### src/rtl/psas_pkg.sv
// shared types and constants for the primer self-annealing score unit
// no dependencies; every other rtl file refers to this package by scoped names
`timescale 1ns / 1ps
`default_nettype none

package psas_pkg;

  // primer capacity and derived widths
  localparam int MaxLen    = 64;
  localparam int LenW      = $clog2(MaxLen + 1);
  localparam int IdxW      = (MaxLen > 1) ? $clog2(MaxLen) : 1;
  localparam int KW        = LenW + 1;
  localparam int LaneGrp   = 8;
  localparam int NumGroups = (MaxLen + LaneGrp - 1) / LaneGrp;
  localparam int LaneW     = NumGroups * LaneGrp;
  localparam int GroupW    = $clog2(LaneGrp + 1);

  // field widths
  localparam int BaseW    = 3;
  localparam int WeightW  = 4;
  localparam int ScoreW   = 10;
  localparam int OffsetW  = 7;
  localparam int LengthW  = 7;
  localparam int CfgIdxW  = 1;
  localparam int CfgDataW = 4;
  localparam int ScoreMax = (1 << ScoreW) - 1;
  localparam int SumW     = (LenW + WeightW + 1 > ScoreW) ? (LenW + WeightW + 1) : ScoreW;

  // base codes
  localparam logic [BaseW-1:0] BaseA    = 3'd0;
  localparam logic [BaseW-1:0] BaseC    = 3'd1;
  localparam logic [BaseW-1:0] BaseG    = 3'd2;
  localparam logic [BaseW-1:0] BaseT    = 3'd3;
  localparam logic [BaseW-1:0] BaseNone = 3'd4;

  // configuration register indexes
  localparam logic [CfgIdxW-1:0] CfgAtWeight = 1'b0;
  localparam logic [CfgIdxW-1:0] CfgGcWeight = 1'b1;

  // weight reset values
  localparam logic [WeightW-1:0] AtWeightRst = 4'd2;
  localparam logic [WeightW-1:0] GcWeightRst = 4'd4;

  typedef struct packed {
    logic [BaseW-1:0] base;
    logic             last;
  } in_word_t;

  typedef struct packed {
    logic [ScoreW-1:0]         score;
    logic signed [OffsetW-1:0] best_offset;
    logic [LengthW-1:0]        length;
    logic                      overflow;
  } out_word_t;

  typedef enum logic [2:0] {
    ST_IDLE,
    ST_COPY,
    ST_SCAN,
    ST_DRAIN,
    ST_FINISH
  } state_t;

  // controller to datapath
  typedef struct packed {
    logic          store;
    logic          capture;
    logic          copy;
    logic          shift;
    logic [KW-1:0] shift_k;
    logic          load_out;
  } ctrl_cmd_t;

  // datapath to controller
  typedef struct packed {
    logic [LenW-1:0] len;
    logic            pipe_busy;
    logic            out_busy;
  } dp_status_t;

endpackage

`default_nettype wire

### src/rtl/psas_ctrl.sv
// sequencer for the primer self-annealing score unit: load, copy, shift scan, drain, result
// depends on psas_pkg
`timescale 1ns / 1ps
`default_nettype none

module psas_ctrl (
  input  wire logic                clk,
  input  wire logic                rst_n,
  input  wire logic                in_valid,
  input  wire logic                in_last,
  output logic                     in_ready,
  input  wire psas_pkg::dp_status_t status,
  output psas_pkg::ctrl_cmd_t      cmd
);

  psas_pkg::state_t            state_r, state_nxt;
  logic [psas_pkg::KW-1:0]     k_r, k_nxt;
  logic [psas_pkg::KW-1:0]     k_end;
  logic                        accept;

  // last shift index is 2*len-2
  assign k_end  = {status.len, 1'b0} - psas_pkg::KW'(2);
  assign accept = in_valid && (state_r == psas_pkg::ST_IDLE);

  always_ff @(posedge clk) begin
    if (!rst_n) begin
      state_r <= psas_pkg::ST_IDLE;
      k_r     <= '0;
    end else begin
      state_r <= state_nxt;
      k_r     <= k_nxt;
    end
  end

  // next state
  always_comb begin
    state_nxt = state_r;
    case (state_r)
      psas_pkg::ST_IDLE: begin
        if (accept && in_last) state_nxt = psas_pkg::ST_COPY;
      end
      psas_pkg::ST_COPY:  state_nxt = psas_pkg::ST_SCAN;
      psas_pkg::ST_SCAN: begin
        if (k_r == k_end) state_nxt = psas_pkg::ST_DRAIN;
      end
      psas_pkg::ST_DRAIN: begin
        if (!status.pipe_busy) state_nxt = psas_pkg::ST_FINISH;
      end
      psas_pkg::ST_FINISH: begin
        if (!status.out_busy) state_nxt = psas_pkg::ST_IDLE;
      end
      default: state_nxt = psas_pkg::ST_IDLE;
    endcase
  end

  // outputs
  always_comb begin
    in_ready     = 1'b0;
    k_nxt        = k_r;
    cmd          = '0;
    cmd.shift_k  = k_r;
    case (state_r)
      psas_pkg::ST_IDLE: begin
        in_ready    = 1'b1;
        cmd.store   = accept;
        cmd.capture = accept && in_last;
      end
      psas_pkg::ST_COPY: begin
        cmd.copy = 1'b1;
        k_nxt    = '0;
      end
      psas_pkg::ST_SCAN: begin
        cmd.shift = 1'b1;
        k_nxt     = k_r + psas_pkg::KW'(1);
      end
      psas_pkg::ST_DRAIN: begin
        cmd.shift = 1'b0;
      end
      psas_pkg::ST_FINISH: begin
        cmd.load_out = !status.out_busy;
      end
      default: begin
        in_ready = 1'b0;
      end
    endcase
  end

endmodule

`default_nettype wire

### src/rtl/psas_dp.sv
// datapath: base lanes, shift lanes, pair-count pipeline, best tracker, result register
// depends on psas_pkg
`timescale 1ns / 1ps
`default_nettype none

module psas_dp (
  input  wire logic                          clk,
  input  wire logic                          rst_n,
  input  wire psas_pkg::in_word_t            in_data,
  input  wire logic                          cfg_we,
  input  wire logic [psas_pkg::CfgIdxW-1:0]  cfg_index,
  input  wire logic [psas_pkg::CfgDataW-1:0] cfg_wdata,
  input  wire psas_pkg::ctrl_cmd_t           cmd,
  output psas_pkg::dp_status_t               status,
  output logic                               out_valid,
  input  wire logic                          out_ready,
  output psas_pkg::out_word_t                out_data
);

  localparam int MaxLen = psas_pkg::MaxLen;
  localparam int LenW   = psas_pkg::LenW;
  localparam int KW     = psas_pkg::KW;
  localparam int BaseW  = psas_pkg::BaseW;
  localparam int LaneW  = psas_pkg::LaneW;
  localparam int NGrp   = psas_pkg::NumGroups;
  localparam int GrpW   = psas_pkg::GroupW;
  localparam int SumW   = psas_pkg::SumW;

  // weights
  logic [psas_pkg::WeightW-1:0] at_w_r, gc_w_r;

  // primer loading
  logic [LenW-1:0]  count_r, count_nxt;
  logic             dropped_r, dropped_nxt;
  logic [LenW-1:0]  len_r, len_nxt;
  logic             ovf_r, ovf_nxt;
  logic             room;

  // shift lanes: p fixed, q slides up, f feeds q
  logic [BaseW-1:0] p_r [MaxLen];
  logic [BaseW-1:0] q_r [MaxLen];
  logic [BaseW-1:0] f_r [MaxLen];

  // pipeline
  logic            v0_r, v1_r, v2_r, v3_r, v4_r;
  logic [KW-1:0]   k0_r, k1_r, k2_r, k3_r, k4_r;
  logic [LaneW-1:0] at_r, gc_r, at_nxt, gc_nxt;
  logic [GrpW-1:0] at_grp_r [NGrp];
  logic [GrpW-1:0] gc_grp_r [NGrp];
  logic [GrpW-1:0] at_grp_nxt [NGrp];
  logic [GrpW-1:0] gc_grp_nxt [NGrp];
  logic [LenW-1:0] nat_r, ngc_r, nat_nxt, ngc_nxt;
  logic [SumW-1:0] score4_r;
  logic [SumW-1:0] best_r;
  logic [KW-1:0]   best_k_r;

  // result
  logic                out_valid_r;
  psas_pkg::out_word_t out_data_r, out_data_nxt;
  logic [KW:0]         len_m1;
  logic signed [KW:0]  offset_full;

  assign room = count_r < LenW'(MaxLen);

  always_ff @(posedge clk) begin
    if (!rst_n) begin
      at_w_r <= psas_pkg::AtWeightRst;
      gc_w_r <= psas_pkg::GcWeightRst;
    end else if (cfg_we) begin
      case (cfg_index)
        psas_pkg::CfgAtWeight: at_w_r <= cfg_wdata;
        psas_pkg::CfgGcWeight: gc_w_r <= cfg_wdata;
        default: at_w_r <= at_w_r;
      endcase
    end
  end

  // count and drop bookkeeping; a last word hands its totals to scoring
  always_comb begin
    count_nxt   = count_r;
    dropped_nxt = dropped_r;
    len_nxt     = len_r;
    ovf_nxt     = ovf_r;
    if (cmd.store) begin
      if (room) count_nxt = count_r + LenW'(1);
      else      dropped_nxt = 1'b1;
    end
    if (cmd.capture) begin
      len_nxt     = count_nxt;
      ovf_nxt     = dropped_nxt;
      count_nxt   = '0;
      dropped_nxt = 1'b0;
    end
  end

  always_ff @(posedge clk) begin
    if (!rst_n) begin
      count_r   <= '0;
      dropped_r <= 1'b0;
      len_r     <= '0;
      ovf_r     <= 1'b0;
    end else begin
      count_r   <= count_nxt;
      dropped_r <= dropped_nxt;
      len_r     <= len_nxt;
      ovf_r     <= ovf_nxt;
    end
  end

  // bases load straight into the fixed and feed lanes;
  // copy masks lanes past the primer to a non-pairing code
  always_ff @(posedge clk) begin
    if (cmd.store && room) begin
      p_r[count_r[psas_pkg::IdxW-1:0]] <= in_data.base;
      f_r[count_r[psas_pkg::IdxW-1:0]] <= in_data.base;
    end else if (cmd.copy) begin
      for (int i = 0; i < MaxLen; i++) begin
        p_r[i] <= (LenW'(i) < len_r) ? p_r[i] : psas_pkg::BaseNone;
        f_r[i] <= (LenW'(i) < len_r) ? f_r[i] : psas_pkg::BaseNone;
        q_r[i] <= psas_pkg::BaseNone;
      end
    end else if (cmd.shift) begin
      q_r[0] <= f_r[0];
      for (int i = 1; i < MaxLen; i++) begin
        q_r[i] <= q_r[i-1];
      end
      for (int i = 0; i < MaxLen - 1; i++) begin
        f_r[i] <= f_r[i+1];
      end
      f_r[MaxLen-1] <= psas_pkg::BaseNone;
    end
  end

  // lane compares
  always_comb begin
    at_nxt = '0;
    gc_nxt = '0;
    for (int i = 0; i < MaxLen; i++) begin
      at_nxt[i] = (p_r[i] == psas_pkg::BaseA && q_r[i] == psas_pkg::BaseT) ||
                  (p_r[i] == psas_pkg::BaseT && q_r[i] == psas_pkg::BaseA);
      gc_nxt[i] = (p_r[i] == psas_pkg::BaseC && q_r[i] == psas_pkg::BaseG) ||
                  (p_r[i] == psas_pkg::BaseG && q_r[i] == psas_pkg::BaseC);
    end
  end

  // group popcounts
  always_comb begin
    for (int g = 0; g < NGrp; g++) begin
      at_grp_nxt[g] = '0;
      gc_grp_nxt[g] = '0;
      for (int j = 0; j < psas_pkg::LaneGrp; j++) begin
        at_grp_nxt[g] = at_grp_nxt[g] + GrpW'(at_r[g*psas_pkg::LaneGrp + j]);
        gc_grp_nxt[g] = gc_grp_nxt[g] + GrpW'(gc_r[g*psas_pkg::LaneGrp + j]);
      end
    end
  end

  // group totals
  always_comb begin
    nat_nxt = '0;
    ngc_nxt = '0;
    for (int g = 0; g < NGrp; g++) begin
      nat_nxt = nat_nxt + LenW'(at_grp_r[g]);
      ngc_nxt = ngc_nxt + LenW'(gc_grp_r[g]);
    end
  end

  always_ff @(posedge clk) begin
    if (!rst_n) begin
      v0_r <= 1'b0;
      v1_r <= 1'b0;
      v2_r <= 1'b0;
      v3_r <= 1'b0;
      v4_r <= 1'b0;
    end else begin
      v0_r <= cmd.shift;
      v1_r <= v0_r;
      v2_r <= v1_r;
      v3_r <= v2_r;
      v4_r <= v3_r;
    end
  end

  always_ff @(posedge clk) begin
    k0_r     <= cmd.shift_k;
    k1_r     <= k0_r;
    k2_r     <= k1_r;
    k3_r     <= k2_r;
    k4_r     <= k3_r;
    at_r     <= at_nxt;
    gc_r     <= gc_nxt;
    at_grp_r <= at_grp_nxt;
    gc_grp_r <= gc_grp_nxt;
    nat_r    <= nat_nxt;
    ngc_r    <= ngc_nxt;
    score4_r <= SumW'(nat_r) * SumW'(at_w_r) + SumW'(ngc_r) * SumW'(gc_w_r);
  end

  // best tracker; strict compare keeps the lowest shift on ties
  always_ff @(posedge clk) begin
    if (cmd.copy) begin
      best_r   <= '0;
      best_k_r <= KW'(len_r) - KW'(1);
    end else if (v4_r && (score4_r > best_r)) begin
      best_r   <= score4_r;
      best_k_r <= k4_r;
    end
  end

  assign len_m1      = (KW+1)'(len_r) - (KW+1)'(1);
  assign offset_full = $signed({1'b0, best_k_r} - len_m1);

  always_comb begin
    out_data_nxt.score       = (best_r > SumW'(psas_pkg::ScoreMax)) ?
                               psas_pkg::ScoreW'(psas_pkg::ScoreMax) :
                               best_r[psas_pkg::ScoreW-1:0];
    out_data_nxt.best_offset = psas_pkg::OffsetW'(offset_full);
    out_data_nxt.length      = psas_pkg::LengthW'(len_r);
    out_data_nxt.overflow    = ovf_r;
  end

  always_ff @(posedge clk) begin
    if (!rst_n) begin
      out_valid_r <= 1'b0;
    end else if (cmd.load_out) begin
      out_valid_r <= 1'b1;
    end else if (out_ready) begin
      out_valid_r <= 1'b0;
    end
  end

  always_ff @(posedge clk) begin
    if (cmd.load_out) begin
      out_data_r <= out_data_nxt;
    end
  end

  assign out_valid        = out_valid_r;
  assign out_data         = out_data_r;
  assign status.len       = len_r;
  assign status.pipe_busy = v0_r | v1_r | v2_r | v3_r | v4_r;
  assign status.out_busy  = out_valid_r & ~out_ready;

endmodule

`default_nettype wire

### src/rtl/primer_self_annealing_score_unit.sv
// top level of the primer self-annealing score unit: controller plus datapath
// depends on psas_pkg, psas_ctrl, psas_dp
`timescale 1ns / 1ps
`default_nettype none

// Takes a primer one base per word on the input channel. Non-final bases are
// stored; up to psas_pkg::MaxLen (64) bases are kept, later ones are dropped
// and raise the overflow flag. The word with last set is stored too while
// there is room, and starts scoring: the primer of length L is slid against
// its own reversal over all 2L-1 shifts, one shift issued per cycle into a
// five-stage pipeline (lane compares, group popcounts, totals, weighting,
// best-so-far compare). One result word then gives the best score, the
// lowest shift that reaches it (0 when the best score is 0), the stored
// length and the overflow flag. A last word occupies the block through a
// copy state, the shifts issued from the single shift lane array, pipeline
// drain and the result load. Bases of the next primer are taken while a
// result waits in the output register. The weights are written through
// cfg_we/cfg_index/cfg_wdata (index 0 A-T weight, index 1 G-C weight, reset
// 2 and 4) and are meant to change only while idle.

module primer_self_annealing_score_unit (
  input  wire logic                          clk,
  input  wire logic                          rst_n,
  // input words: one base each
  input  wire logic                          in_valid,
  output logic                               in_ready,
  input  wire psas_pkg::in_word_t            in_data,
  // result words
  output logic                               out_valid,
  input  wire logic                          out_ready,
  output psas_pkg::out_word_t                out_data,
  // weight registers
  input  wire logic                          cfg_we,
  input  wire logic [psas_pkg::CfgIdxW-1:0]  cfg_index,
  input  wire logic [psas_pkg::CfgDataW-1:0] cfg_wdata
);

  // command and status between sequencer and datapath
  psas_pkg::ctrl_cmd_t  cmd;
  psas_pkg::dp_status_t status;

  // sequencer: load, copy, scan, drain, result handoff
  psas_ctrl u_ctrl (
    .clk      (clk),
    .rst_n    (rst_n),
    .in_valid (in_valid),
    .in_last  (in_data.last),
    .in_ready (in_ready),
    .status   (status),
    .cmd      (cmd)
  );

  // datapath: store, shift lanes, scoring pipeline, output register
  psas_dp u_dp (
    .clk       (clk),
    .rst_n     (rst_n),
    .in_data   (in_data),
    .cfg_we    (cfg_we),
    .cfg_index (cfg_index),
    .cfg_wdata (cfg_wdata),
    .cmd       (cmd),
    .status    (status),
    .out_valid (out_valid),
    .out_ready (out_ready),
    .out_data  (out_data)
  );

endmodule

`default_nettype wire

### config.mk
export PLATFORM = sky130hd
export DESIGN_NAME = primer_self_annealing_score_unit
export DESIGN_NICKNAME = d
export VERILOG_FILES = /design/src/rtl/psas_pkg.sv /design/src/rtl/psas_ctrl.sv /design/src/rtl/psas_dp.sv /design/src/rtl/primer_self_annealing_score_unit.sv
export SDC_FILE = /design/constraint.sdc
export NUM_CORES = 2
export LEC_CHECK = 0
export ABC_CLOCK_PERIOD_IN_PS = 5500
export BUFFER_PORTS_ARGS = -buffer_cell sky130_fd_sc_hd__clkbuf_2
export CAP_MARGIN = 20
export CORE_AREA = 2 2 408 410
export DETAILED_ROUTE_END_ITERATION = 7
export DIE_AREA = 0 0 410 412
export HOLD_SLACK_MARGIN = 0.03
export PLACE_DENSITY = 0.48
export SYNTH_ARGS = -nofsm -noshare
export SYNTH_HDL_FRONTEND = slang
export SYNTH_HIERARCHICAL = 1
export SYNTH_SLANG_ARGS = --single-unit
### constraint.sdc
create_clock -name clk -period 5.5 [get_ports clk]
set_clock_uncertainty 0.05 [all_clocks]
set_input_delay 0.275 -clock clk [delete_from_list [all_inputs] [get_ports clk]]
set_output_delay 0.275 -clock clk [all_outputs]
set_load 0.01 [all_outputs]
* After elaboration in Yosys (flattened, before gate mapping)
Memory sizes are Yosys's and may differ from the RTL's.
Cells that the tools add are included.
** Storage, ports and cells
- Register bits :: 338
- Logic and storage cells :: 1597
- Memories :: 3
- Bits of input ports :: 14
- Memory bits (writable) :: 576
** Memories
- u_dp.f_r :: depth 64, bits a word 3, rd ports 64, clocked after memory_dff 0, write ports 64, line psas_dp.sv:42 : logic [BaseW-1:0] f_r [MaxLen];
- u_dp.p_r :: depth 64, bits a word 3, rd ports 64, clocked after memory_dff 0, write ports 64, line psas_dp.sv:40 : logic [BaseW-1:0] p_r [MaxLen];
- u_dp.q_r :: depth 64, bits a word 3, rd ports 64, clocked after memory_dff 0, write ports 64, line psas_dp.sv:41 : logic [BaseW-1:0] q_r [MaxLen];
** Operators by class
- Reduce and logical (&&, ||, !) cells :: 527
- Eq/ne operators :: 393
- Multipliers :: 2
- Order comparisons :: 67
- Muxes and demuxes :: 290
- Bitwise logic cells :: 136
- Add/subtract/negate cells :: 133
** Operators by type and width (number)
- $mux 3 :: 262
- $eq 3x2->1 const B :: 258
- $eq 3x1->1 const B :: 129
- $logic_not 3->1 :: 129
- $add 4x1->4 :: 96
- $logic_and 1x1->1 :: 260
- $lt 6x7->1 const A :: 32
- $or 1x1->1 :: 132
- $logic_or 1x1->1 :: 128
- $lt 5x7->1 const A :: 16
- $add 7x4->7 :: 12
- $lt 4x7->1 const A :: 8
- $add 1x1->2 :: 16
- $lt 3x7->1 const A :: 4
- $mux 7 :: 4
- $mul 7x4->11 :: 2
- $mux 1 :: 19
- $pmux 8 s2 :: 1
- $pmux 3 s5 :: 1
- $lt 1x7->1 const A :: 2
- $lt 2x7->1 const A :: 2
- $sub 7x1->7 const B :: 2
- $add 11x11->12 :: 1
- $gt 12x10->1 const B :: 1
- 21 further kinds :: 31

* Longest topological paths before layout
- Word-level depth :: 10
- Gate-level depth with buffers :: 15
- Mapped depth without buffers :: 15

* Cells and area by module
Netlist, hierarchy kept.
** By module, submodules not included
- psas_dp :: cells an instance 3189, instances 1, area each 40060.9 um2
- psas_ctrl :: cells an instance 110, instances 1, area each 834.6 um2

* Worst setup path after synthesis
OpenSTA, ideal clock, no wires.
- Path kind :: register to register
- From :: reg u_ctrl.state_r[2]
- To :: mem u_dp.f_r[22][0], enable pin
- Clock period less this slack :: 4487 ps
- Required time :: 5118 ps
- Stages on the path, launching flop included :: 12
- Data arrival time :: 4105 ps
- Slack :: 1013 ps
- Library setup time :: 332 ps
- Cell sequence :: dfxtp_1 buf_2 nor3_1 and2_1 nor2b_1 buf_2 nor2_1 nor2_2 inv_2 buf_2 a21oi_1 a21oi_1
** RTL lines
- start, declared :: line psas_ctrl.sv:16 : psas_pkg::state_t state_r, state_nxt;
- start signal, assigned :: line psas_ctrl.sv:27 : state_r <= psas_pkg::ST_IDLE;
- start signal, assigned :: line psas_ctrl.sv:30 : state_r <= state_nxt;
- end, declared :: line psas_dp.sv:42

* Worst setup path after layout
- From :: reg u_dp/at_w_r[3] (netlist bit)
- To :: reg u_dp.score4_r[9]
** Between the ends
- Cells in the longest elaborated chain, start to end :: 2
** Ends and longest elaborated chain
- start, declared :: line psas_dp.sv:30 : logic [psas_pkg::WeightW-1:0] at_w_r, gc_w_r;
- start signal, assigned :: line psas_dp.sv:67 : at_w_r <= psas_pkg::AtWeightRst;
- start signal, assigned :: line psas_dp.sv:71 : psas_pkg::CfgAtWeight: at_w_r <= cfg_wdata;
- start signal, assigned :: line psas_dp.sv:73 : default: at_w_r <= at_w_r;
- $mul 7x4->11 :: line psas_dp.sv:196 : score4_r <= SumW'(nat_r) * SumW'(at_w_r) + SumW'(ngc_r) * SumW'(gc_w_r);
- $add 11x11->12 :: line psas_dp.sv:196
- end signal, assigned :: line psas_dp.sv:196
- end, declared :: line psas_dp.sv:53 : logic [SumW-1:0] score4_r;
No other way between the ends.
A chain may end at the register's enable or synchronous reset.

==> run_results.csv <==
group,metric,value,unit
finish,layout-drive-gt1-share,0.0810,
global_routing,antenna_found_initial,6,
clocking,cts_num_sinks,914,
finish,layout.nets,3631,
global_routing,grt_use_total,0.120,
power_and_ir_drop,leakagePower,0.0177,uW
worst_setup_path,worstSetupPathType,"reg2reg",
yosys,postSynthAreaPerCell,12.4,sq um
yosys,ys_ff_latch,914,
sta,final_hold_viol_count,0,
yosys,synth-async-reset-ratio,0,
sta,finalSetupViolations,0,
sta,worstMarginPinSlew,1.10,ns
die,pin_count,41,
yosys,synth.distinct_cells,73,
global_routing,grt_pass1_vias,24500,
power_and_ir_drop,p_per_area,332,nW/um^2
yosys,syn-cell-area,40900,sq um
clocking,cts_setup_buffers,0,
outcome,status,"finished clean",
power_and_ir_drop,ir_worst_vdd,0.272,mV
detailed_routing,viasPerCell,4.41,
clocking,cts_resized,0,
die,initial_core_util,0.249,
detailed_routing,drt_iter0_markers,1776,
global_routing,grt_pass1_wl,155,mm
clocking,cts-buffers-inserted,101,
detailed_routing,drt-total-wl,102,mm
clocking,clock_latency,0.73,ns
detailed_routing,ant_nets,0,
worst_setup_path,critPathRequiredTime,6.02,ns
die,dieWidth,410,um
clocking,hold_buffers,12,
clocking,cts_buffer_depth,3,
yosys,syn_inst,3299,
placement,dp_hpwl,70.3,mm
yosys,yosysWarnings,6,
detailed_routing,wl_per_cell,18.1,um
worst_setup_path,cp_max_fo,8,
die,design.core.area,164000,sq um
min_path,hp-class,"in2reg",
sta,rsz0062_at_grt,"false",
sta,finalCriticalPeriod,4.51,ns
die,die_area,169000,sq um
sta,final.setup.tns,0,ns
sta,max_freq,222,MHz
detailed_routing,drc,0,
yosys,ys_dominant_reg_cell,"edfxtp_1",
clocking,path_clk_slew,0.06,ns
yosys,synth_fp_nets,3574,
placement,numPortBuffers,40,
finish,final_common_cell,"edfxtp_1",
flow_run,drv_cap,0,
clocking,ctsHtreeMaxLevel,3,
die,die_y,412,um
detailed_routing,vias,24800,
sta,slew-limit-headroom,0.259,
yosys,synth-edff-count,608,
worst_setup_path,end_kind,"register",
worst_setup_path,cp-start-kind,"register",
placement,routabilityCongestion,0.858,
global_routing,grt_max_degree,88,
finish,area.growth.synth_to_final,15.5,%
clocking,root_buffer,"clkbuf_16",
finish,final_util,0.288,
detailed_routing,first_pass_iters,5,
worst_setup_path,cp_data_arrival_time,5.03,ns
die,core.rowCount,149,
clocking,cts_tree,"built",
sta,fin_crit_sh,0.820,
yosys,seq_area_frac_synth,0.596,
finish,final_cell_mix,"edfxtp_1, dfxtp_1, inv_1",
global_routing,grt-ovfl-total,0,
sta,drv_slew,0,
==> sequential cells by signal, summed over array words and instances (netlist names), 8 cells and up <==
signal	flops
u_dp/f_r	192
u_dp/p_r	192
u_dp/q_r	192
u_dp/at_r	64
u_dp/gc_r	64
u_dp/at_grp_r	32
u_dp/gc_grp_r	32
u_dp/out_data	25
u_dp/best_r	12
u_dp/score4_r	12
u_ctrl/k_r	8
==> worst max-delay path, cell delays in order, from the launching register on <==
cell	delay, ns
dfxtp_1	0.48
nand2_1	0.12
fa_1	0.48
fa_1	0.49
inv_1	0.06
fa_1	0.53
inv_1	0.05
fa_1	0.58
inv_1	0.06
ha_1	0.30
a211oi_1	0.22
o21ai_0	0.21
a2111oi_0	0.46
nor3_1	0.13
xor2_1	0.15
==> final cells by class <==
cell class,count,area [sq um]
clock inverters,50,558
inverters,296,1120
fillers,16700,117000
well taps,2189,2740
diodes,2,5.00
multi-input cells,1951,14800
repair buffers,92,646
clock buffers,141,2980
flip-flops and latches,914,24400
==> cells by family after synthesis <==
kind of cell,share of synthesized area
and+or+nand+nor,0.135
DFF,0.596
AOI/OAI and AO/OA,0.106
buffers and inverters,0.0429
adders and majority gates,0.107
xor gates and xnor gates,0.0114
muxes,0.00150
==> per-layer routing <==
metal,part of all wire,global-route usage,vias up,wire (um)
met2,0.44,0.183,641,44700
met4,0.034,0.0427,4,3450
met3,0.048,0.0210,182,4910
li1,-,-,11800,-
met5,0.00025,0,-,26
met1,0.48,0.170,12200,49100
==> through the flow <==
stage               total power [uW]  hold WS (ns)  setup WS, ns  instance area, sq um  std cells
floorplan                       8460         0.260          1.01                 40900       3299
global placement                8830         0.260         0.908                 43600       5429
detailed placement              8830         0.262         0.961                 43600       5429
CTS                            15900         0.111         0.979                 47200       5632
global route                   16300         0.144         0.747                 47200       5633
finish                         15700         0.135         0.988                 47300       5635
==> report_power, final <==
part,switching [uW],internal (uW)
Clock,2890,4100
Combinational,647,328
Sequential,120,7590
==> worst paths after layout <==
path / endpoint / slack, ns / from / depth (start not counted)
worst max-delay path: u_dp/score4_r[9] / 0.99 / u_dp/at_w_r[3] / 14
worst min-delay path: u_dp/at_w_r[1] / 0.13 / rst_n / 2
worst max register to register: u_dp/score4_r[9] / 0.99 / u_dp/at_w_r[3] / 14
worst min register to register: u_dp/k4_r[4] / 0.27 / u_dp/k3_r[4] / 0
==> Yosys cell counts (84+ instances only) <==
library cell / n / area [sq um]
clkbuf_1: 84 / 315
a22oi_1: 136 / 1020
inv_1: 293 / 1100
a21oi_1: 121 / 606
ha_1: 114 / 1430
nand2_1: 114 / 428
dfxtp_1: 306 / 6130
a21o_1: 137 / 1030
edfxtp_1: 608 / 18300
fa_1: 147 / 2940
nor2_1: 88 / 330
nor2b_1: 282 / 1760
and2_1: 122 / 763
nor3_1: 153 / 766
(Power assumes the default switching activity.)
